--- src/ifp_pkg.sv ---
package ifp_pkg;

  localparam int STACK_DEPTH_DEF = 16;
  localparam int CODE_W          = 3;
  localparam int CHAR_W          = 8;

  localparam logic [CHAR_W-1:0] CH_OPEN  = 8'h28;
  localparam logic [CHAR_W-1:0] CH_CLOSE = 8'h29;
  localparam logic [CHAR_W-1:0] CH_MUL   = 8'h2A;
  localparam logic [CHAR_W-1:0] CH_ADD   = 8'h2B;
  localparam logic [CHAR_W-1:0] CH_SUB   = 8'h2D;
  localparam logic [CHAR_W-1:0] CH_DIV   = 8'h2F;

  typedef enum logic [CODE_W-1:0] {
    OP_OPEN = 3'd0,
    OP_ADD  = 3'd1,
    OP_SUB  = 3'd2,
    OP_MUL  = 3'd3,
    OP_DIV  = 3'd4
  } op_code_t;

  typedef enum logic [1:0] {
    ST_CHAR      = 2'd0,
    ST_OVERFLOW  = 2'd1,
    ST_UNMATCHED = 2'd2,
    ST_END       = 2'd3
  } status_t;

  typedef enum logic [3:0] {
    S_IDLE,
    S_OP_CHK,
    S_OP_PUSH,
    S_CL_CHK,
    S_CL_UNM,
    S_FL_START,
    S_FL_CHK,
    S_FL_END,
    S_DONE
  } state_t;

  function automatic logic is_alnum(input logic [CHAR_W-1:0] ch);
    return (ch >= 8'h30 && ch <= 8'h39) || (ch >= 8'h41 && ch <= 8'h5A) ||
           (ch >= 8'h61 && ch <= 8'h7A);
  endfunction

  function automatic logic is_arith(input logic [CHAR_W-1:0] ch);
    return (ch == CH_ADD) || (ch == CH_SUB) || (ch == CH_MUL) || (ch == CH_DIV);
  endfunction

  function automatic op_code_t to_code(input logic [CHAR_W-1:0] ch);
    op_code_t c;
    c = OP_OPEN;
    if (ch == CH_ADD) c = OP_ADD;
    else if (ch == CH_SUB) c = OP_SUB;
    else if (ch == CH_MUL) c = OP_MUL;
    else if (ch == CH_DIV) c = OP_DIV;
    return c;
  endfunction

  function automatic logic [CHAR_W-1:0] code_char(input logic [CODE_W-1:0] code);
    logic [CHAR_W-1:0] c;
    unique case (code)
      OP_OPEN: c = CH_OPEN;
      OP_ADD:  c = CH_ADD;
      OP_SUB:  c = CH_SUB;
      OP_MUL:  c = CH_MUL;
      OP_DIV:  c = CH_DIV;
      default: c = '0;
    endcase
    return c;
  endfunction

  // multiply and divide bind tighter than add and subtract
  function automatic logic is_heavy(input logic [CODE_W-1:0] code);
    return code >= OP_MUL;
  endfunction

endpackage

--- src/ifp_ram.sv ---
module ifp_ram #(
  parameter int WIDTH = 3,
  parameter int DEPTH = 16
) (
  input  logic                                 clk,
  input  logic                                 we,
  input  logic [((DEPTH > 1) ? $clog2(DEPTH) : 1)-1:0] waddr,
  input  logic [WIDTH-1:0]                     wdata,
  input  logic [((DEPTH > 1) ? $clog2(DEPTH) : 1)-1:0] raddr,
  output logic [WIDTH-1:0]                     rdata
);

  logic [WIDTH-1:0] mem [DEPTH];

  always_ff @(posedge clk) begin
    if (we) begin
      mem[waddr] <= wdata;
    end
    rdata <= mem[raddr];
  end

endmodule

--- src/infix_to_postfix_converter_top.sv ---
// Channel  Direction  Handshake          Payload
// in_      slave      in_tvalid/tready   in_tdata = character, in_tlast = end of expression
// out_     master     out_tvalid/tready  out_tdata = character, out_tuser = status,
//                                        out_tlast = last word of this input
// A letter, digit, '(' or ignored character is taken in the idle state; ')' pops entries down to its '('.
// An operator pops entries of equal or tighter binding down to the nearest '(', then is pushed.
// End of expression pops and emits every stack entry, dropping '(' entries, then emits the end marker.
// The stack sits in a single-read-port RAM with registered read, one entry per cycle unless the output stalls.
// Reset clears the stack count only; no clearing pass over the RAM.
// One word is held back to mark the last of a run; the sequencer holds when another
// word is due while the output register is still full.
module infix_to_postfix_converter_top #(
  parameter int STACK_DEPTH = ifp_pkg::STACK_DEPTH_DEF
) (
  input  logic       clk,
  input  logic       rst_n,
  input  logic       in_tvalid,
  output logic       in_tready,
  input  logic [7:0] in_tdata,   // [7:0] in_char
  input  logic       in_tlast,   // end_of_expr
  output logic       out_tvalid,
  input  logic       out_tready,
  output logic [7:0] out_tdata,  // [7:0] out_char
  output logic [1:0] out_tuser,  // [1:0] status
  output logic       out_tlast   // last_of_run
);

  import ifp_pkg::*;

  localparam int AW = (STACK_DEPTH > 1) ? $clog2(STACK_DEPTH) : 1;
  localparam int CW = $clog2(STACK_DEPTH + 1);

  state_t            state_r, state_nxt;
  logic [CW-1:0]     count_r, count_nxt;
  op_code_t          op_r, op_nxt;
  logic              last_r, last_nxt;

  logic              pend_valid_r, pend_valid_nxt;
  logic [CHAR_W-1:0] pend_char_r, pend_char_nxt;
  status_t           pend_status_r, pend_status_nxt;

  logic              out_valid_r, out_valid_nxt;
  logic [CHAR_W-1:0] out_char_r, out_char_nxt;
  status_t           out_status_r, out_status_nxt;
  logic              out_last_r, out_last_nxt;

  logic              ram_we;
  logic [AW-1:0]     ram_waddr, ram_raddr;
  logic [CODE_W-1:0] ram_wdata, ram_rdata;

  logic              emit_new, flush_pend, out_load;
  logic [CHAR_W-1:0] new_char;
  status_t           new_status;
  logic              out_free, can_go, full, top_open, top_pops;
  logic [CW-1:0]     cnt_m1, cnt_m2;
  state_t            after_st, after_in;
  logic [CHAR_W-1:0] ch;

  ifp_ram #(
    .WIDTH (CODE_W),
    .DEPTH (STACK_DEPTH)
  ) u_stack (
    .clk   (clk),
    .we    (ram_we),
    .waddr (ram_waddr),
    .wdata (ram_wdata),
    .raddr (ram_raddr),
    .rdata (ram_rdata)
  );

  assign out_free = !out_valid_r || out_tready;
  assign can_go   = !pend_valid_r || out_free;
  assign full     = (count_r == CW'(STACK_DEPTH));
  assign cnt_m1   = count_r - CW'(1);
  assign cnt_m2   = count_r - CW'(2);
  assign top_open = (ram_rdata == OP_OPEN);
  assign top_pops = !top_open && (is_heavy(ram_rdata) || !is_heavy(op_r));
  assign after_st = last_r ? S_FL_START : S_DONE;
  assign after_in = in_tlast ? S_FL_START : S_DONE;
  assign ch       = in_tdata;

  always_comb begin
    state_nxt  = state_r;
    count_nxt  = count_r;
    op_nxt     = op_r;
    last_nxt   = last_r;
    emit_new   = 1'b0;
    flush_pend = 1'b0;
    new_char   = '0;
    new_status = ST_CHAR;
    ram_we     = 1'b0;
    ram_waddr  = count_r[AW-1:0];
    ram_wdata  = OP_OPEN;
    ram_raddr  = cnt_m1[AW-1:0];
    in_tready  = (state_r == S_IDLE);

    unique case (state_r)
      S_IDLE: begin
        if (in_tvalid) begin
          last_nxt = in_tlast;
          priority if (is_alnum(ch)) begin
            emit_new  = 1'b1;
            new_char  = ch;
            state_nxt = after_in;
          end else if (ch == CH_OPEN) begin
            if (full) begin
              emit_new   = 1'b1;
              new_status = ST_OVERFLOW;
            end else begin
              ram_we    = 1'b1;
              ram_wdata = OP_OPEN;
              count_nxt = count_r + CW'(1);
            end
            state_nxt = after_in;
          end else if (is_arith(ch)) begin
            op_nxt    = to_code(ch);
            state_nxt = (count_r == '0) ? S_OP_PUSH : S_OP_CHK;
          end else if (ch == CH_CLOSE) begin
            state_nxt = (count_r == '0) ? S_CL_UNM : S_CL_CHK;
          end else begin
            state_nxt = after_in;
          end
        end
      end

      S_OP_CHK: begin
        if (top_pops) begin
          if (can_go) begin
            emit_new  = 1'b1;
            new_char  = code_char(ram_rdata);
            count_nxt = cnt_m1;
            ram_raddr = cnt_m2[AW-1:0];
            if (cnt_m1 == '0) state_nxt = S_OP_PUSH;
          end
        end else begin
          state_nxt = S_OP_PUSH;
        end
      end

      S_OP_PUSH: begin
        if (full) begin
          if (can_go) begin
            emit_new   = 1'b1;
            new_status = ST_OVERFLOW;
            state_nxt  = after_st;
          end
        end else begin
          ram_we    = 1'b1;
          ram_wdata = op_r;
          count_nxt = count_r + CW'(1);
          state_nxt = after_st;
        end
      end

      S_CL_CHK: begin
        if (top_open) begin
          // drop the matching open paren
          count_nxt = cnt_m1;
          state_nxt = after_st;
        end else if (can_go) begin
          emit_new  = 1'b1;
          new_char  = code_char(ram_rdata);
          count_nxt = cnt_m1;
          ram_raddr = cnt_m2[AW-1:0];
          if (cnt_m1 == '0) state_nxt = S_CL_UNM;
        end
      end

      S_CL_UNM: begin
        if (can_go) begin
          emit_new   = 1'b1;
          new_status = ST_UNMATCHED;
          state_nxt  = after_st;
        end
      end

      S_FL_START: begin
        state_nxt = (count_r == '0) ? S_FL_END : S_FL_CHK;
      end

      S_FL_CHK: begin
        if (top_open || can_go) begin
          if (!top_open) begin
            emit_new = 1'b1;
            new_char = code_char(ram_rdata);
          end
          count_nxt = cnt_m1;
          ram_raddr = cnt_m2[AW-1:0];
          if (cnt_m1 == '0) state_nxt = S_FL_END;
        end
      end

      S_FL_END: begin
        if (can_go) begin
          emit_new   = 1'b1;
          new_status = ST_END;
          state_nxt  = S_DONE;
        end
      end

      S_DONE: begin
        if (!pend_valid_r) begin
          state_nxt = S_IDLE;
        end else if (out_free) begin
          flush_pend = 1'b1;
          state_nxt  = S_IDLE;
        end
      end

      default: begin
        state_nxt = S_IDLE;
      end
    endcase
  end

  // hold one word back so the last word of a run can be marked
  always_comb begin
    pend_valid_nxt  = pend_valid_r;
    pend_char_nxt   = pend_char_r;
    pend_status_nxt = pend_status_r;
    out_load        = 1'b0;
    out_char_nxt    = out_char_r;
    out_status_nxt  = out_status_r;
    out_last_nxt    = out_last_r;

    if (emit_new) begin
      if (pend_valid_r) begin
        out_load       = 1'b1;
        out_char_nxt   = pend_char_r;
        out_status_nxt = pend_status_r;
        out_last_nxt   = 1'b0;
      end
      pend_valid_nxt  = 1'b1;
      pend_char_nxt   = new_char;
      pend_status_nxt = new_status;
    end else if (flush_pend) begin
      out_load       = 1'b1;
      out_char_nxt   = pend_char_r;
      out_status_nxt = pend_status_r;
      out_last_nxt   = 1'b1;
      pend_valid_nxt = 1'b0;
    end

    out_valid_nxt = out_load ? 1'b1 : (out_free ? 1'b0 : out_valid_r);
  end

  always_ff @(posedge clk) begin
    if (!rst_n) begin
      state_r      <= S_IDLE;
      count_r      <= '0;
      pend_valid_r <= 1'b0;
      out_valid_r  <= 1'b0;
    end else begin
      state_r      <= state_nxt;
      count_r      <= count_nxt;
      pend_valid_r <= pend_valid_nxt;
      out_valid_r  <= out_valid_nxt;
    end
  end

  always_ff @(posedge clk) begin
    op_r          <= op_nxt;
    last_r        <= last_nxt;
    pend_char_r   <= pend_char_nxt;
    pend_status_r <= pend_status_nxt;
    out_char_r    <= out_char_nxt;
    out_status_r  <= out_status_nxt;
    out_last_r    <= out_last_nxt;
  end

  assign out_tvalid = out_valid_r;
  assign out_tdata  = out_char_r;
  assign out_tuser  = out_status_r;
  assign out_tlast  = out_last_r;

  a_ready_no_pend: assert property (@(posedge clk) disable iff (!rst_n)
    in_tready |-> !pend_valid_r)
    else $error("input accepted while a word is still held back");

  a_count_bound: assert property (@(posedge clk) disable iff (!rst_n)
    count_r <= CW'(STACK_DEPTH))
    else $error("stack count beyond depth");

  a_end_is_last: assert property (@(posedge clk) disable iff (!rst_n)
    (out_tvalid && out_tuser == ST_END) |-> out_tlast)
    else $error("end marker not last word of its run");

  a_status_zero_char: assert property (@(posedge clk) disable iff (!rst_n)
    (out_tvalid && out_tuser != ST_CHAR) |-> (out_tdata == '0))
    else $error("status word carries a character");

  a_done_to_idle: assert property (@(posedge clk) disable iff (!rst_n)
    (state_r == S_DONE && !pend_valid_r) |=> in_tready)
    else $error("sequencer failed to return to idle");

endmodule

--- config.mk ---
export PLATFORM = sky130hd
export DESIGN_NAME = infix_to_postfix_converter_top
export DESIGN_NICKNAME = d
export VERILOG_FILES = /design/src/ifp_pkg.sv /design/src/ifp_ram.sv /design/src/infix_to_postfix_converter_top.sv
export SDC_FILE = /design/constraint.sdc
export NUM_CORES = 1
export LEC_CHECK = 0
export BUFFER_PORTS_ARGS = -buffer_cell sky130_fd_sc_hd__buf_2
export CAP_MARGIN = 20
export CORE_ASPECT_RATIO = 0.6
export CORE_MARGIN = 5
export CORE_UTILIZATION = 61
export DETAILED_ROUTE_END_ITERATION = 6
export PLACE_DENSITY = 0.8
export SLEW_MARGIN = 10
export SYNTH_ARGS = -nofsm -noshare
export SYNTH_HDL_FRONTEND = slang
export SYNTH_SLANG_ARGS = --single-unit
--- constraint.sdc ---
create_clock -name clk -period 4.45 [get_ports clk]
set_clock_uncertainty 0.15 [all_clocks]
set_input_delay 0.89 -clock clk [delete_from_list [all_inputs] [get_ports clk]]
set_output_delay 0.89 -clock clk [all_outputs]
set_load 0.02 [all_outputs]
==> qor.yml, run 1 <==
sta:
  setup_viol: 0
  hold_slack_ns: 0.264
  drv_slew: 0
  fin_crit_ns: 3.47
  fmax_ghz: 0.288
  fin_ws_ns: 0.976
  worst_pin_slew_ns: 0.907
  rsz0062_at_grt: "no"
  tns_ns: 0
  max_slew_margin_pct: 39.0
  finalCritPeriodShare_pct: 78.1
  hold_viol: 0
place:
  port_buffers: 25
  hpwl_um: 8380
  place_congestion: 0.979
  dpl_cell_area_um2: 4930
  dp.cells: 571
  pre_cts_ws_ns: 0.872
setup_path:
  arrival_ns: 3.55
  rr_worst_depth: 7
  worstSetupEndpointType: "register"
  criticalPathCategory: "register to register"
  r2r-end: "u_stack.rdata[2]$_DFF_P_"
  start_kind: "register"
  r2r_setup_slack_ns: 0.98
  r2r-start: "state_r[1]$_SDFFE_PN0P_"
  required_ns: 4.53
  crit_fanout: 17
drt:
  first_iter_violations: 581
  drt-pass1-iter-count: 7
  via_per_inst: 6.56
  ant_nets: 0
  drcViolationCount: 0
  wl_met3_um: 1550
  wl_um: 11700
  top_layer: "met4"
  post_drt_wl_per_cell_um: 19.9
  drt-met1-wl_um: 5380
  wl_met2_um: 4630
  vias: 3848
clock_network:
  cts_sinks: 87
  cts_made_buffers: 9
  htreeDepth: 3
  cts_resized: 0
  clkLatencyLatePin_ns: 0.34
  cts_hold_buf: 0
  cts_buffer_depth: 2
  clkSlewWorstSetupHoldPaths_ns: 0.06
  postCtsSetupRepairBufs: 0
  cts_tree: "yes"
  cts-root-buf: "clkbuf_16"
global_route:
  track_usage_pct: 25.2
  grt_pass1_wl_um: 18600
  grt_pass1_vias: 3480
  grt-ovfl-total: 0
  grt_max_degree: 21
  antenna_found_initial: 0
die:
  num_rows: 24
  dieArea_um2: 9730
  io_pins: 26
  core_um2: 7420
  die_x_um: 124
  chipHeight_um: 78.4
  initial_utilization_pct: 64.2
logic_synthesis:
  syn_avg_cell_area_um2: 10.3
  async_flop_share_pct: 0
  synth_seq_area_share_pct: 51.9
  synthMuxAreaShare_pct: 2.26
  synth_top_family_by_area: "simple AND/OR/NAND/NOR gates"
  synth_area_leaders: "edfxtp_1, dfxtp_1, nand2_1, o21ai_0, nor2_1"
  ys_ff_latch: 87
  synth_top_cell_by_area: "edfxtp_1"
  syn_inst: 463
  synth_edf_count: 73
  synth_top_area_share_pct: 46.1
  synthSimpleGateAreaFrac_pct: 19.5
  synth_xor_area_share_pct: 1.10
  mappedNetlistArea_um2: 4760
  synth.net_count: 484
  synthAdderAreaFrac_pct: 2.10
  synth_ff_type: "edfxtp_1"
  synth_cell_type_count: 62
  synth-compound-area-share_pct: 18.8
  synth_warnings: 0
final_layout:
  layout_commonest_cell: "edfxtp_1"
  antenna_cells: 0
  design_area_um2: 5240
  area_growth_pct: 10.0
  fin_nets: 499
  final_core_util_pct: 70.6
  fin_cells: 587
  drive_gt1_share_pct: 13.5
  layout_common_cells: "edfxtp_1, nand2_1, nor2_1"
  fillers: 561
min_path:
  holdPathStages: 0
  hold_end: "out_tuser[1]$_DFFE_PP_"
  hp-class: "register to register"
  holdCritStartpoint: "pend_status_r[1]$_DFFE_PP_"
pwr:
  power.leakage_nw: 1.91
  power_density_nw_per_um2: 642
  ir_drop_v: 0.000346
  power.total_mw: 3.36
flow_run:
  maxCapViolCount: 0
outcome:
  status: "finished, final reports clean"
[final cells by class]
| cell class | count | area (um^2) | share of cell area, % |
|---|---|---|---|
| clock buffers | 10 | 239 | 4.56 |
| clock inverters | 6 | 67.6 | 1.29 |
| inverters | 16 | 60.1 | 1.15 |
| multi-input cells | 331 | 2080 | 39.8 |
| flip-flops and latches | 87 | 2470 | 47.2 |
| well taps | 104 | 130 | 2.48 |
| repair buffers | 33 | 185 | 3.54 |
[how the worst max path moves through the flow]
stage	start	end	slack (ns)	depth (start not counted)
finish	state_r[1]$_SDFFE_PN0P_	u_stack.rdata[2]$_DFF_P_	0.98	7
global route	state_r[2]$_SDFFE_PN0P_	u_stack.rdata[2]$_DFF_P_	0.80	7
CTS	state_r[1]$_SDFFE_PN0P_	u_stack.rdata[2]$_DFF_P_	1.09	7
detailed placement	in_tdata[4]	u_stack.mem[0][0]$_DFFE_PP_	0.87	9
global placement	in_tdata[4]	u_stack.mem[0][0]$_DFFE_PP_	0.94	9
floorplan	in_tdata[0]	out_tdata[0]$_DFFE_PP_	0.88	8
[cell families (layout without fill, tap and decap cells)]
kind of cell,Yosys count,count (layout)
AND/OR/NAND/NOR,176,176
AO/OA/AOI/OAI,130,130
flip-flops,87,87
buffers and inverters,45,65
multiplexers,10,10
adder cells (fa/ha/maj),8,8
XOR/XNOR,6,6
other,1,1
[power breakdown]
part	leakage [nW]	switching [mW]	internal, mW
Sequential	0.841	0.151	1.05
Clock	0.145	0.306	0.452
Combinational	0.919	0.881	0.525
Total	1.91	1.34	2.02
[per-layer routing]
| metal | vias to the layer above | global-route usage, % |
|---|---|---|
| li1 | 1773 | - |
| met1 | 1802 | 39.1 |
| met2 | 250 | 32.8 |
| met3 | 23 | 8.62 |
| met4 | 0 | 7.10 |
| met5 | - | 2.60 |
[worst max-delay path: stages, from the launching register on]
cell,delay [ns]
dfxtp_1,0.70
nand4bb_1,0.59
a22oi_4,0.39
a31oi_1,0.15
or3b_1,0.62
a211oi_1,0.37
o21ai_0,0.16
and4bb_1,0.22
[cell usage after synthesis, types with 7 or more instances]
| cell | number |
|---|---|
| a211oi_1 | 16 |
| ha_1 | 8 |
| nor2_1 | 37 |
| edfxtp_1 | 73 |
| buf_2 | 7 |
| nand2b_1 | 9 |
| o21ai_0 | 28 |
| and2_1 | 8 |
| inv_1 | 15 |
| o221ai_1 | 8 |
| nand2_1 | 55 |
| a21oi_1 | 27 |
| clkbuf_1 | 18 |
| dfxtp_1 | 14 |
| nor3_1 | 23 |
[flip-flops by register name, indices dropped and copies added (netlist names)]
signal,cells
last_r,1
pend_status_r,2
out_tuser,2
state_r,4
u_stack.mem,48
u_stack.rdata,3
out_tvalid,1
pend_valid_r,1
op_r,3
pend_char_r,8
out_tdata,8
out_tlast,1
count_r,5
Note: power is estimated with default switching activity, not from simulation.
==> inputs of run 2 (changes only) <==
clock period = 3.27 ns   (was 4.45 ns; I/O delays follow)
==> run 2 against run 1 <==
Effect of this change: largest cell class unchanged; clock power increased by 36%; fmax is 13% higher; global-route usage grew 1.3 points; flip-flop and latch count is the same; sequential share of layout area shrank 1.2 points; via count is 2.5% higher; sequential power is 33% higher; largest power group unchanged; combinational power up 47%.
==> qor.yml, run 2 (same netlist as run 1, synthesis figures left out) <==
outcome:
  status: "finished, final reports clean"
drt:
  ant_nets: 0
  drcViolationCount: 0
  vias: 3945
  first_iter_violations: 681
  via_per_inst: 6.51
  wl_um: 12200
  drt-pass1-iter-count: 6
  post_drt_wl_per_cell_um: 20.1
setup_path:
  r2r-start: "state_r[1]$_SDFFE_PN0P_"
  crit_path_max_incr_delay_ns: 0.72
  critPathSlowestCell: "dfxtp_1"
  arrival_ns: 3.15
  crit_chain: "nand4bb_1, buf_4, a211oi_1, o22ai_1, nand3_1, mux2_2, o22ai_1, and4bb_1"
  cp_common_cell: "o22ai_1"
  rr_worst_depth: 8
  r2r_setup_slack_ns: 0.20
  worstSetupEndpointType: "register"
  criticalPathCategory: "register to register"
  crit_fanout: 17
  cp_top_family: "simple AND/OR/NAND/NOR gates"
  r2r-end: "u_stack.rdata[2]$_DFF_P_"
  required_ns: 3.35
  path_depth: 8
  worstSetupStartpoint: "state_r[1]$_SDFFE_PN0P_"
  start_kind: "register"
  crit_buf_inv: 1
clock_network:
  clkSlewWorstSetupHoldPaths_ns: 0.06
  cts_resized: 0
  cts_sinks: 87
  clkLatencyLatePin_ns: 0.35
  postCtsSetupRepairBufs: 0
  cts_made_buffers: 9
  cts_buffer_depth: 2
  htreeDepth: 3
  cts_hold_buf: 0
  cts_tree: "yes"
  cts-root-buf: "clkbuf_16"
die:
  num_rows: 24
  io_pins: 26
  core_um2: 7420
  chipHeight_um: 78.4
  dieArea_um2: 9730
  die_x_um: 124
  initial_utilization_pct: 64.2
sta:
  max_slew_margin_pct: 57.7
  hold_viol: 0
  hold_slack_ns: 0.267
  fin_crit_ns: 3.07
  setup_viol: 0
  worst_pin_slew_ns: 0.633
  fmax_ghz: 0.326
  rsz0062_at_grt: "no"
  tns_ns: 0
  drv_slew: 0
  finalCritPeriodShare_pct: 93.9
place:
  dp.cells: 590
  place_congestion: 0.971
  hpwl_um: 8840
  port_buffers: 25
  dpl_cell_area_um2: 5080
final_layout:
  layout_common_cells: "edfxtp_1, nand2_1, nor2_1"
  area_growth_pct: 13.0
  antenna_cells: 0
  design_area_um2: 5380
  top_register: "u_stack.mem"
  final_core_util_pct: 72.5
  fin_nets: 518
  layout_commonest_cell: "edfxtp_1"
  largest_reg_flops: 48
  drive_gt1_share_pct: 17.1
  fin_cells: 606
global_route:
  grt_pass1_wl_um: 19400
  antenna_found_initial: 0
  track_usage_pct: 26.4
  grt_max_degree: 19
  grt_pass1_vias: 3568
  grt-ovfl-total: 0
min_path:
  hold_end: "out_tdata[5]$_DFFE_PP_"
  holdPathStages: 0
  hp-class: "register to register"
  holdCritStartpoint: "pend_char_r[5]$_DFFE_PP_"
pwr:
  power.leakage_nw: 1.99
  ir_drop_v: 0.000459
  power_density_nw_per_um2: 872
flow_run:
  maxCapViolCount: 0
==> run 2: worst max-delay path by stage <==
| stage | endpoint |
|---|---|
| after global placement | u_stack.mem[3][0]$_DFFE_PP_ |
| after floorplan | out_tdata[0]$_DFFE_PP_ |
| after CTS | u_stack.rdata[2]$_DFF_P_ |
| final | u_stack.rdata[2]$_DFF_P_ |
| after detailed placement | u_stack.mem[1][0]$_DFFE_PP_ |
| after global routing | u_stack.rdata[2]$_DFF_P_ |
==> run 2: power breakdown <==
part | leakage, nW | switching, mW | internal [mW]
Clock | 0.137 | 0.430 | 0.596
Sequential | 0.841 | 0.165 | 1.43
Combinational | 1.02 | 1.27 | 0.803
Total | 1.99 | 1.86 | 2.82
==> run 2: cell type report <==
class / instances / area [um^2]
clock buffer: 10 / 229
clock inverter: 6 / 68.8
fill: 533 / 2040
inverter: 16 / 60.1
multi-input combinational: 331 / 2090
sequential: 87 / 2470
tap: 104 / 130
timing repair buffer: 52 / 328
==> run 2: worst reg2reg max path, cell delays in order, from the launching register on <==
cell and delay, ns:
dfxtp_1 0.72, nand4bb_1 0.31, buf_4 0.25, a211oi_1 0.20, o22ai_1 0.14, nand3_1 0.32, mux2_2 0.39, o22ai_1 0.24
and4bb_1 0.24
==> run 2: per-stage QoR <==
step           setup WS (ns)  power, mW
2_1_floorplan          0.106       3.06
3_3_place_gp           0.227       3.52
3_5_place_dp           0.246       3.57
4_1_cts                0.226       4.62
5_1_grt               0.0186       4.96
6_report               0.200       4.69
==> run 2: per-layer routing <==
layer	vias to the layer above	track usage, %	share of wire, %
met2	239	33.4	39
met1	1873	42.3	47
met3	21	9.20	12
met4	0	6.78	1.3
met5	-	0	0
li1	1812	-	-
==> inputs of run 3 (changes only) <==
ABC_AREA = 1   (was default)
clock period = 3.42 ns   (was 3.27 ns; I/O delays follow)
==> run 3 against run 2 <==
Effect of this change: routed wire length fell by 0.14%; die area rose by 1.9%; fmax rose by 2.5%; clock-buffer cell count did not move; synthesized area rose by 2.2%; register-to-register slack improved by 0.23 ns; power fell by 9.8%; via count rose by 4.2%; sequential share of layout area did not move; worst hold slack improved by 0.0050 ns; worst setup slack improved by 0.23 ns; synthesized cell count rose by 24%; critical path type unchanged.
==> qor.yml, run 3 <==
final_layout:
  layout_common_cells: "nand2_1, inv_1, nand3_1"
  fillers: 622
  drive_gt1_share_pct: 12.2
  top_register: "u_stack.mem"
  largest_reg_flops: 48
  final_core_util_pct: 68.8
  area_growth_pct: 10.6
  layout_commonest_cell: "nand2_1"
  fin_nets: 625
  antenna_cells: 0
pwr:
  internal_power_mw: 2.47
  ir_drop_v: 0.000448
  switching_share_pct: 41.5
  power.share.clock_pct: 24.1
  p_comb_share_pct: 41.0
  seqPwrFrac_pct: 34.8
  p_switching_mw: 1.76
  power.leakage_nw: 2.46
  power_density_nw_per_um2: 786
die:
  dieArea_um2: 9910
  core_um2: 7820
  initial_utilization_pct: 62.2
  die_x_um: 125
  io_pins: 26
  chipHeight_um: 79.2
  num_rows: 25
sta:
  setup_viol: 0
  finalCritPeriodShare_pct: 87.6
  hold_viol: 0
  worst_pin_slew_ns: 0.986
  drv_slew: 0
  tns_ns: 0
  max_slew_margin_pct: 34.1
  fin_crit_ns: 2.99
  rsz0062_at_grt: "no"
  fmax_ghz: 0.334
place:
  port_buffers: 25
  hpwl_um: 8910
  place_congestion: 1.01
setup_path:
  crit_buf_inv: 1
  cp_top_family: "simple AND/OR/NAND/NOR gates"
  crit_path_max_incr_delay_ns: 0.78
  cp_common_cell: "nor2_1"
  worstSetupEndpointType: "register"
  start_kind: "register"
  criticalPathCategory: "register to register"
  arrival_ns: 2.81
  crit_chain: "inv_2, ha_1, nand3_1, nor2_1, nand2_1, nand4_1, nor2_1, o21bai_1"
  critPathSlowestCell: "o21bai_1"
  crit_fanout: 12
  required_ns: 3.24
global_route:
  grt_max_degree: 25
  track_usage_pct: 25.3
  grt-ovfl-total: 0
  grt_pass1_vias: 3775
  grt_pass1_wl_um: 19500
  antenna_found_initial: 0
logic_synthesis:
  synth_cell_type_count: 40
  synth_edf_count: 73
  async_flop_share_pct: 0
  yosysMostFrequentCell: "nand2_1"
  synth_seq_area_share_pct: 50.8
  ys_ff_latch: 87
  synth_top_area_share_pct: 45.1
  synth_ff_type: "edfxtp_1"
  synth.net_count: 595
  ys_top_cells_by_count: "nand2_1, inv_1, nand3_1"
  syn_avg_cell_area_um2: 8.47
  mappedNetlistArea_um2: 4860
  synth_warnings: 0
  synth_top_cell_by_area: "edfxtp_1"
  synth_area_leaders: "edfxtp_1, nand2_1, nand3_1, inv_1, dfxtp_1"
  syn_inst: 574
drt:
  wl_um: 12200
  drcViolationCount: 0
  via_per_inst: 5.73
  post_drt_wl_per_cell_um: 17.0
  drt-pass1-iter-count: 5
  vias: 4111
  ant_nets: 0
  first_iter_violations: 542
clock_network:
  htreeDepth: 3
  clkSlewWorstSetupHoldPaths_ns: 0.07
  cts_tree: "yes"
  cts_resized: 0
  cts_made_buffers: 9
  cts_buffer_depth: 2
  cts_sinks: 87
  cts-root-buf: "clkbuf_16"
  postCtsSetupRepairBufs: 0
  clkLatencyLatePin_ns: 0.35
  cts_hold_buf: 0
flow_run:
  maxCapViolCount: 0
min_path:
  hp-class: "register to register"
outcome:
  status: "finished, final reports clean"
## run 3: cell types whose count changed in the layout (fill, tap and decap cells not counted), moves of 17 or more
cell / change
nand2_1: +74
buf_4: -20
nor3_1: -17
inv_1: +74
nand3_1: +68
## run 3: routing by layer
metal | vias up | global-route usage, % | wire length (um)
li1 | 1955 | - | -
met1 | 1877 | 37.1 | 5390
met2 | 254 | 36.2 | 5040
met3 | 25 | 7.26 | 1520
met4 | 0 | 8.12 | 212
met5 | - | 0 | 0
## run 3: path summary, 6_finish.rpt
kind	cells after the start	slack [ns]	start	endpoint
min	0	0.27	pend_char_r[5]$_DFFE_PP_	out_tdata[5]$_DFFE_PP_
max reg2reg	8	0.43	count_r[0]$_SDFFE_PN0P_	out_tdata[1]$_DFFE_PP_
min reg2reg	0	0.27	pend_char_r[5]$_DFFE_PP_	out_tdata[5]$_DFFE_PP_
max	8	0.43	count_r[0]$_SDFFE_PN0P_	out_tdata[1]$_DFFE_PP_
## run 3: kinds of logic (layout without fill, tap and decap cells)
logic type	count (synthesis)	after routing	share of synthesized area (%)
other	1	1	0.0771
AND/OR/NAND/NOR	295	295	27.6
AO/OA/AOI/OAI	67	67	8.42
adder cells (fa/ha/maj)	8	8	2.06
XOR/XNOR	8	8	1.44
buffers and inverters	108	143	9.60
flip-flops	87	87	50.8
## run 3: area by class of cell
cell class	count	area, um^2	area share [%]
clock inverters	6	75.1	1.40
clock buffers	10	239	4.44
repair buffers	32	178	3.30
inverters	95	357	6.63
flip-flops and latches	87	2470	46.0
multi-input cells	379	1920	35.8
well taps	108	135	2.51
## run 3: power by group through the flow
stage	logic, mW	clock network, mW	registers (mW)
after floorplan	1.29	0	1.50
after global placement	1.64	0	1.48
after detailed placement	1.67	0	1.49
after CTS	1.69	1.03	1.47
after global routing	1.92	1.08	1.49
final	1.74	1.02	1.47
## run 3: stage by stage
| stage | cell area (um^2) | hold WS, ns | power, mW | instances | setup WS (ns) |
|---|---|---|---|---|---|
| floorplan | 4860 | 0.250 | 2.78 | 574 | 0.816 |
| global placement | 5060 | 0.256 | 3.12 | 701 | 0.361 |
| detailed placement | 5060 | 0.255 | 3.16 | 701 | 0.326 |
| CTS | 5380 | 0.271 | 4.20 | 717 | 0.474 |
| global route | 5380 | 0.274 | 4.49 | 717 | 0.158 |
| finish | 5380 | 0.272 | 4.23 | 717 | 0.425 |
